`src/design/psfl_pkg.sv`:
```
// ----------------------------------------------------------------------------
// psfl_pkg: shared types and constants for the serial PLL frequency loader
// Transaction payload structs, status codes and the fixed frequency plan.
// ----------------------------------------------------------------------------
package psfl_pkg;

  localparam int unsigned OFFSET_W  = 26;
  localparam int unsigned CHANNEL_W = 14;
  localparam int unsigned HALF_W    = 8;
  localparam int unsigned BIT_W     = 5;

  localparam int unsigned BASE_HZ         = 70000000;
  localparam int unsigned MAX_HZ          = 120000000;
  localparam int unsigned CHANNEL_STEP_HZ = 10000;
  localparam int unsigned OFFSET_MAX      = MAX_HZ - BASE_HZ;
  localparam int unsigned CHANNEL_BASE    = BASE_HZ / CHANNEL_STEP_HZ;

  // Reciprocal of the channel step, exact for every offset up to OFFSET_MAX.
  localparam int unsigned RECIP_SHIFT = 39;
  localparam int unsigned RECIP_MULT  = 54975582;
  localparam int unsigned PROD_W      = 2 * OFFSET_W;

  localparam logic [HALF_W-1:0] HALF_PERIOD_RESET = 8'd20;
  localparam logic [BIT_W-1:0]  SLOTS_PER_FRAME   = 5'd18;

  localparam logic [15:0] WORD_B_FIRST  = 16'hdd05;
  localparam logic [15:0] WORD_B_MIDDLE = 16'hdd85;
  localparam logic [15:0] WORD_B_LAST   = 16'hc385;

  typedef enum logic [1:0] {
    STATUS_TICK     = 2'd0,
    STATUS_ACCEPTED = 2'd1,
    STATUS_RANGE    = 2'd2,
    STATUS_BUSY     = 2'd3
  } status_e;

  typedef enum logic [2:0] {
    PH_IDLE  = 3'b001,
    PH_PRE   = 3'b010,
    PH_FRAME = 3'b100
  } phase_e;

  typedef struct packed {
    logic                func;
    logic [OFFSET_W-1:0] freq_offset_hz;
  } in_item_t;

  typedef struct packed {
    logic    latch_enable;
    logic    serial_clock;
    logic    serial_data;
    logic    busy_res;
    status_e request_status;
  } out_item_t;

endpackage

```
`src/design/pll_serial_frequency_load.sv`:
```
// ----------------------------------------------------------------------------
// pll_serial_frequency_load: tick-driven three-wire PLL word loader
// Turns a frequency request into a channel word and plays the pin sequence.
// ----------------------------------------------------------------------------
// Each input transaction is either a tick or a set-frequency request. Every
// accepted input transaction produces exactly one output transaction that
// carries the latch, clock and data pin levels after that item, a busy flag
// and the request status.
// The result is registered: it appears in the cycle after acceptance, and a
// new input transaction can be accepted in every cycle while the receiver
// takes each result, so the sustained rate is then one item per cycle. The
// state update and the channel word computation (one 26 by 26 bit reciprocal
// multiply) sit between the input port and the output register.
// When the receiver stalls, the result is held and in_ready_o stays high only
// if the held result is taken in the same cycle.
// Reset clears the sequencer to idle with all pins low and sets the half
// period register to 20 ticks. The half period register is written through cfg_we_i and
// cfg_wdata_i; the user must write it only with no transaction in flight, which the block
// does not enforce, and a new value takes effect at the start of the next clock half.
// ----------------------------------------------------------------------------
module pll_serial_frequency_load #(
  parameter int unsigned PREAMBLE_PULSES = 14,
  parameter int unsigned MIDDLE_REPEATS  = 7
) (
  input  logic                            clk_i,
  input  logic                            rst_ni,
  input  logic                            cfg_we_i,
  input  logic [psfl_pkg::HALF_W-1:0]     cfg_wdata_i,
  input  logic                            in_valid_i,
  output logic                            in_ready_o,
  input  psfl_pkg::in_item_t              in_data_i,
  output logic                            out_valid_o,
  input  logic                            out_ready_i,
  output psfl_pkg::out_item_t             out_data_o
);

  localparam int unsigned Frames = 2 * (MIDDLE_REPEATS + 2);
  localparam int unsigned WordW  = $clog2(Frames + 1);

  localparam logic [WordW-1:0]          FramesW  = WordW'(Frames);
  localparam logic [WordW-2:0]          LastPair = (WordW-1)'(MIDDLE_REPEATS + 1);
  localparam logic [psfl_pkg::BIT_W-1:0] PreW    = psfl_pkg::BIT_W'(PREAMBLE_PULSES);

  logic [psfl_pkg::HALF_W-1:0]    half_period_q;
  psfl_pkg::phase_e               phase_q, phase_d;
  logic [WordW-1:0]               word_q, word_d;
  logic [psfl_pkg::BIT_W-1:0]     bit_q, bit_d;
  logic [psfl_pkg::HALF_W-1:0]    timer_q, timer_d;
  logic                           high_q, high_d;
  logic [psfl_pkg::CHANNEL_W-1:0] chan_q, chan_d;
  logic                           latch_q, latch_d;
  logic                           sclk_q, sclk_d;
  logic                           sdata_q, sdata_d;
  logic                           out_valid_q;
  psfl_pkg::out_item_t            out_q, out_d;

  logic                           accept;
  logic [psfl_pkg::HALF_W-1:0]    half_len;
  logic [psfl_pkg::PROD_W-1:0]    product;
  logic [psfl_pkg::CHANNEL_W-1:0] chan_calc;

  assign in_ready_o  = !out_valid_q || out_ready_i;
  assign accept      = in_valid_i && in_ready_o;
  assign out_valid_o = out_valid_q;
  assign out_data_o  = out_q;

  assign half_len  = (half_period_q == '0) ? psfl_pkg::HALF_W'(1) : half_period_q;
  assign product   = psfl_pkg::PROD_W'(in_data_i.freq_offset_hz)
                   * psfl_pkg::PROD_W'(psfl_pkg::RECIP_MULT);
  assign chan_calc = psfl_pkg::CHANNEL_W'(psfl_pkg::CHANNEL_BASE)
                   + psfl_pkg::CHANNEL_W'(product >> psfl_pkg::RECIP_SHIFT);

  always_comb begin
    logic                        do_start;
    logic [psfl_pkg::HALF_W-1:0] t;
    logic [15:0]                 fword;
    logic [psfl_pkg::BIT_W-1:0]  pos_full;
    logic [3:0]                  pos;
    psfl_pkg::status_e           status;

    phase_d  = phase_q;
    word_d   = word_q;
    bit_d    = bit_q;
    timer_d  = timer_q;
    high_d   = high_q;
    chan_d   = chan_q;
    latch_d  = latch_q;
    sclk_d   = sclk_q;
    sdata_d  = sdata_q;
    do_start = 1'b0;
    status   = psfl_pkg::STATUS_TICK;
    t        = timer_q;
    fword    = '0;
    pos_full = '0;
    pos      = '0;

    if (accept) begin
      if (!in_data_i.func) begin
        if (phase_q != psfl_pkg::PH_IDLE) begin
          if (t != '0) begin
            t = t - 1'b1;
          end
          timer_d = t;
          if (t == '0) begin
            if (high_q) begin
              high_d  = 1'b0;
              sclk_d  = 1'b0;
              timer_d = half_len;
            end else if (phase_q == psfl_pkg::PH_PRE) begin
              bit_d    = bit_q + 1'b1;
              do_start = 1'b1;
              if (bit_d >= PreW) begin
                phase_d = psfl_pkg::PH_FRAME;
                word_d  = '0;
                bit_d   = '0;
              end
            end else begin
              bit_d    = bit_q + 1'b1;
              do_start = 1'b1;
              if (bit_d >= psfl_pkg::SLOTS_PER_FRAME) begin
                bit_d  = '0;
                word_d = word_q + 1'b1;
                if (word_d >= FramesW) begin
                  phase_d  = psfl_pkg::PH_IDLE;
                  word_d   = '0;
                  do_start = 1'b0;
                end
              end
            end
          end
        end
      end else if (phase_q != psfl_pkg::PH_IDLE) begin
        status = psfl_pkg::STATUS_BUSY;
      end else if (in_data_i.freq_offset_hz > psfl_pkg::OFFSET_W'(psfl_pkg::OFFSET_MAX)) begin
        status = psfl_pkg::STATUS_RANGE;
      end else begin
        status   = psfl_pkg::STATUS_ACCEPTED;
        chan_d   = chan_calc;
        word_d   = '0;
        bit_d    = '0;
        phase_d  = (PREAMBLE_PULSES == 0) ? psfl_pkg::PH_FRAME : psfl_pkg::PH_PRE;
        do_start = 1'b1;
      end
    end

    if (word_d[0]) begin
      fword = 16'(chan_d);
    end else if (word_d[WordW-1:1] == '0) begin
      fword = psfl_pkg::WORD_B_FIRST;
    end else if (word_d[WordW-1:1] == LastPair) begin
      fword = psfl_pkg::WORD_B_LAST;
    end else begin
      fword = psfl_pkg::WORD_B_MIDDLE;
    end
    pos_full = psfl_pkg::BIT_W'(16) - bit_d;
    pos      = pos_full[3:0];

    if (do_start) begin
      if (phase_d == psfl_pkg::PH_FRAME) begin
        if (bit_d == '0) begin
          latch_d = 1'b1;
          sdata_d = 1'b0;
        end else if (bit_d >= psfl_pkg::SLOTS_PER_FRAME - 1'b1) begin
          latch_d = 1'b0;
          sdata_d = 1'b0;
        end else begin
          latch_d = 1'b1;
          if (pos == 4'd15) begin
            sdata_d = !word_d[0];
          end else begin
            sdata_d = fword[pos];
          end
        end
      end
      sclk_d  = 1'b1;
      high_d  = 1'b1;
      timer_d = half_len;
    end

    out_d.latch_enable   = latch_d;
    out_d.serial_clock   = sclk_d;
    out_d.serial_data    = sdata_d;
    out_d.busy_res       = (phase_d != psfl_pkg::PH_IDLE);
    out_d.request_status = status;
  end

  always_ff @(posedge clk_i or negedge rst_ni) begin
    if (!rst_ni) begin
      half_period_q <= psfl_pkg::HALF_PERIOD_RESET;
      phase_q       <= psfl_pkg::PH_IDLE;
      word_q        <= '0;
      bit_q         <= '0;
      timer_q       <= '0;
      high_q        <= 1'b0;
      chan_q        <= '0;
      latch_q       <= 1'b0;
      sclk_q        <= 1'b0;
      sdata_q       <= 1'b0;
      out_valid_q   <= 1'b0;
    end else begin
      if (cfg_we_i) begin
        half_period_q <= cfg_wdata_i;
      end
      phase_q <= phase_d;
      word_q  <= word_d;
      bit_q   <= bit_d;
      timer_q <= timer_d;
      high_q  <= high_d;
      chan_q  <= chan_d;
      latch_q <= latch_d;
      sclk_q  <= sclk_d;
      sdata_q <= sdata_d;
      if (accept) begin
        out_valid_q <= 1'b1;
      end else if (out_ready_i) begin
        out_valid_q <= 1'b0;
      end
    end
  end

  always_ff @(posedge clk_i) begin
    if (accept) begin
      out_q <= out_d;
    end
  end

endmodule

```
`config.mk`:
```
export PLATFORM = sky130hd
export DESIGN_NAME = pll_serial_frequency_load
export DESIGN_NICKNAME = d
export VERILOG_FILES = /design/src/design/psfl_pkg.sv /design/src/design/pll_serial_frequency_load.sv
export SDC_FILE = /design/constraint.sdc
export NUM_CORES = 1
export LEC_CHECK = 0
export BUFFER_PORTS_ARGS = -buffer_cell sky130_fd_sc_hd__clkbuf_2
export CAP_MARGIN = 20
export CORE_MARGIN = 2
export CORE_UTILIZATION = 64
export DETAILED_ROUTE_END_ITERATION = 10
export PLACE_DENSITY = 0.9
export SYNTH_ARGS = -nofsm -noshare
export SYNTH_HDL_FRONTEND = slang
export SYNTH_SLANG_ARGS = --single-unit
export TNS_END_PERCENT = 50
```
`constraint.sdc`:
```
create_clock -name clk_i -period 11.1 [get_ports clk_i]
set_clock_uncertainty 0.2 [all_clocks]
set_input_delay 0.555 -clock clk_i [delete_from_list [all_inputs] [get_ports clk_i]]
set_output_delay 0.555 -clock clk_i [all_outputs]
set_load 0.01 [all_outputs]
```
==> flow_summary_export.csv <==
group,metric,value,unit
status,status,"finished clean",
drt,drt_iter0_markers,854,
layout,final_area,16800,um^2
place,hpwl,35680,um
drt,vias,11980,
floorplan,die_area,26370,um^2
clock_network,cts_sinks,54,
logic_synthesis,yosysSeqAreaShare,0.08627,
clock_network,clock-root-buffer,"clkbuf_16",
place,globalplace.congestion,1.055,
logic_synthesis,ys_seq_elements,54,
logic_synthesis,syn_area,16060,um^2
logic_synthesis,synth_top_area_frac,0.3554,
timing,min_period_over_period,0.7696,
clock_network,path_clk_slew,0.07,ns
clock_network,clock_latency,0.29,ns
place,placed_area,16630,um^2
timing,hold_viol,0,
grt,grt-ovfl-total,0,
timing,relSlewSlack,0.3532,
drt,wl,40460,um
layout,drive_gt1_frac,0.05442,
logic_synthesis,syn_nets,2328,
worst_setup_path,arrival,8.50,ns
grt,grt_pass1_vias,13250,
clock_network,cts_made_buffers,5,
clock_network,cts_buffer_depth,2,
layout,regArea,1385,um^2
drt,antenna_left,0,
logic_synthesis,ys_top_cells_by_area,"fa_1 (36%), ha_1 (22%), inv_1 (13%), dfrtp_1 (7.0%), nand2_1 (2.1%)",
worst_setup_path,end_kind,"flip-flop",
timing,finalMaxSlewViolations,0,
timing,rsz0062_at_grt,"false",
timing,setup_violations,0,
clock_network,cts_tree,"yes",
floorplan,io_pins,48,
floorplan,die_h,162.4,um
logic_synthesis,synth_common_cells,"inv_1 (544), fa_1 (285), ha_1 (279), nand2_1 (91), a21oi_1 (68)",
floorplan,die_w,162.4,um
min_path,hold_class,"in2async",
layout,multiInputGateArea,12540,um^2
logic_synthesis,synthCells,1724,
logic_synthesis,yosys_warnings,0,
logic_synthesis,yosysUniqueCellTypes,86,
run,cap_violations,0,
clock_network,cts_setup_buffers,0,
layout,fin_nets,2367,
grt,grt_max_degree,49,
logic_synthesis,yosysTopAreaCell,"fa_1",
worst_setup_path,cp.required,11.06,ns
logic_synthesis,synth.most_common_cell,"inv_1",
floorplan,coreArea,24460,um^2
logic_synthesis,synth-edff-count,6,
drt,drtPass1Iterations,5,
grt,grt_pass1_wl,66570,um
grt,antenna_found_initial,1,
timing,max_freq,0.1171,GHz
layout,num-fill-cells,1861,
grt,grt_usage,0.3268,
worst_setup_path,cp-start-kind,"input port",
place,io_buffers,47,
clock_network,cts.repair.resized,0,
drt,routed_via_density,5.737,
clock_network,cts_htree_levels,2,
logic_synthesis,async_flop_share,0.8889,
floorplan,initial_core_util,0.6563,
drt,remaining_drc_errors,0,
worst_setup_path,path_class,"in2reg",
timing,worst_slew_pin_slew,0.9702,ns
logic_synthesis,avgSynthCellArea,9.313,um^2
layout,insertedDiodeCount,0,
timing,layout_min_cycle_time,8.542,ns
clock_network,hold_buffers,0,
layout,syn_to_final_growth,4.613,%
drt,wl_per_cell,19.38,um
floorplan,row_count,57,
timing,fin_setup_tns,0,ns
worst_setup_path,crit_fanout,8,
logic_synthesis,synthFlopType,"dfrtp_1",
-- cell type report --
cell class | instances | area share
clock inverter | 1 | 0.0005215
timing repair buffer | 49 | 0.01475
sequential | 54 | 0.08246
clock buffer | 7 | 0.009088
tap | 324 | 0.02414
inverter | 546 | 0.1222
multi-input combinational | 1107 | 0.7469
-- metal layers --
metal / part of all wire / track usage
met5: 0.00032 / 0
met4: 0.059 / 0.1545
met3: 0.069 / 0.05959
met2: 0.47 / 0.5453
met1: 0.40 / 0.4157
-- flip-flops by register name, indices dropped and copies added (netlist names), 3 cells and up --
register       cells
timer_q            8
word_q             5
chan_q            14
bit_q              5
half_period_q      8
phase_q            3
out_data_o         6
-- path summary, 6_finish.rpt --
check / from / end / slack [ns] / cells after the start
worst max register to register: bit_q[0]$_DFF_PN0_ / out_data_o[3]$_DFFE_PP_ / 6.53 / 14
worst min register to register: chan_q[8]$_DFF_PN0_ / chan_q[8]$_DFF_PN0_ / 0.28 / 2
min in group clk_i: in_valid_i / out_valid_o$_DFFE_PN0P_ / 0.28 / 2
worst max-delay path: in_data_i[18] / out_data_o[3]$_DFFE_PP_ / 2.56 / 25
max in group asynchronous: rst_ni / phase_q[1]$_DFF_PN0_ / 10.14 / 2
worst min-delay path: rst_ni / timer_q[5]$_DFFE_PN0P_ / 0.14 / 2
-- through the flow --
step,instances,hold WS [ns],utilization,worst slack (ns)
final,2088,0.1422,0.6866,2.558
after global routing,2088,0.2241,0.6866,2.154
after CTS,2087,0.1803,0.6864,2.651
after detailed placement,2079,0.2711,0.6798,2.382
after global placement,2079,0.2570,0.6798,2.489
after floorplan,1724,0.05941,-,3.507
-- placed cells by master (no fill, tap or decap), types with 6 or more instances in the layout --
| master | n |
|---|---|
| edfxtp_1 | 6 |
| nor3b_1 | 6 |
| and2_1 | 7 |
| fa_1 | 285 |
| mux2_2 | 8 |
| o31ai_1 | 9 |
| inv_1 | 544 |
| o211ai_1 | 8 |
| dfrtp_1 | 45 |
| ha_1 | 279 |
| xnor2_1 | 17 |
| a31oi_1 | 7 |
| nor3_1 | 19 |
| nand2_1 | 91 |
| nand3_1 | 20 |
| a211oi_1 | 6 |
| a21o_1 | 7 |
| nand2b_1 | 9 |
| nor4_1 | 8 |
| o21a_1 | 12 |
| nor2_1 | 39 |
| nand4_1 | 18 |
| o21ai_0 | 59 |
| clkbuf_2 | 48 |
| a21oi_1 | 68 |
| nor2b_1 | 7 |
| xor2_1 | 13 |
-- worst max-delay path, cell delays in order --
cell and delay [ns]:
clkbuf_2 0.24, inv_1 0.19, ha_1 0.45, fa_1 0.60
fa_1 0.47, fa_1 0.58, inv_1 0.06, fa_1 0.46
fa_1 0.50, inv_1 0.06, fa_1 0.53, inv_1 0.05
ha_1 0.41, nand4_1 0.24, nor4_1 0.61, nand3_1 0.25
o31ai_1 0.37, o31ai_1 0.23, o41a_1 0.18, o21ai_0 0.30
a21oi_1 0.21, o21a_1 0.24, or2_2 0.30, o211ai_1 0.18
a41o_1 0.21
-- kinds of logic (layout without fill, tap and decap cells) --
family	Yosys count	after routing	synth area share
fa+ha+maj	564	564	0.5728
flops	54	54	0.08627
mux	11	11	0.007482
buf+inv	563	603	0.1324
simple gates	260	260	0.08346
compound gates	242	242	0.1012
xor+xnor	30	30	0.01637
Power is not shown: default switching activity piles up to over one toggle a cycle in this logic, so the estimate is an artifact.
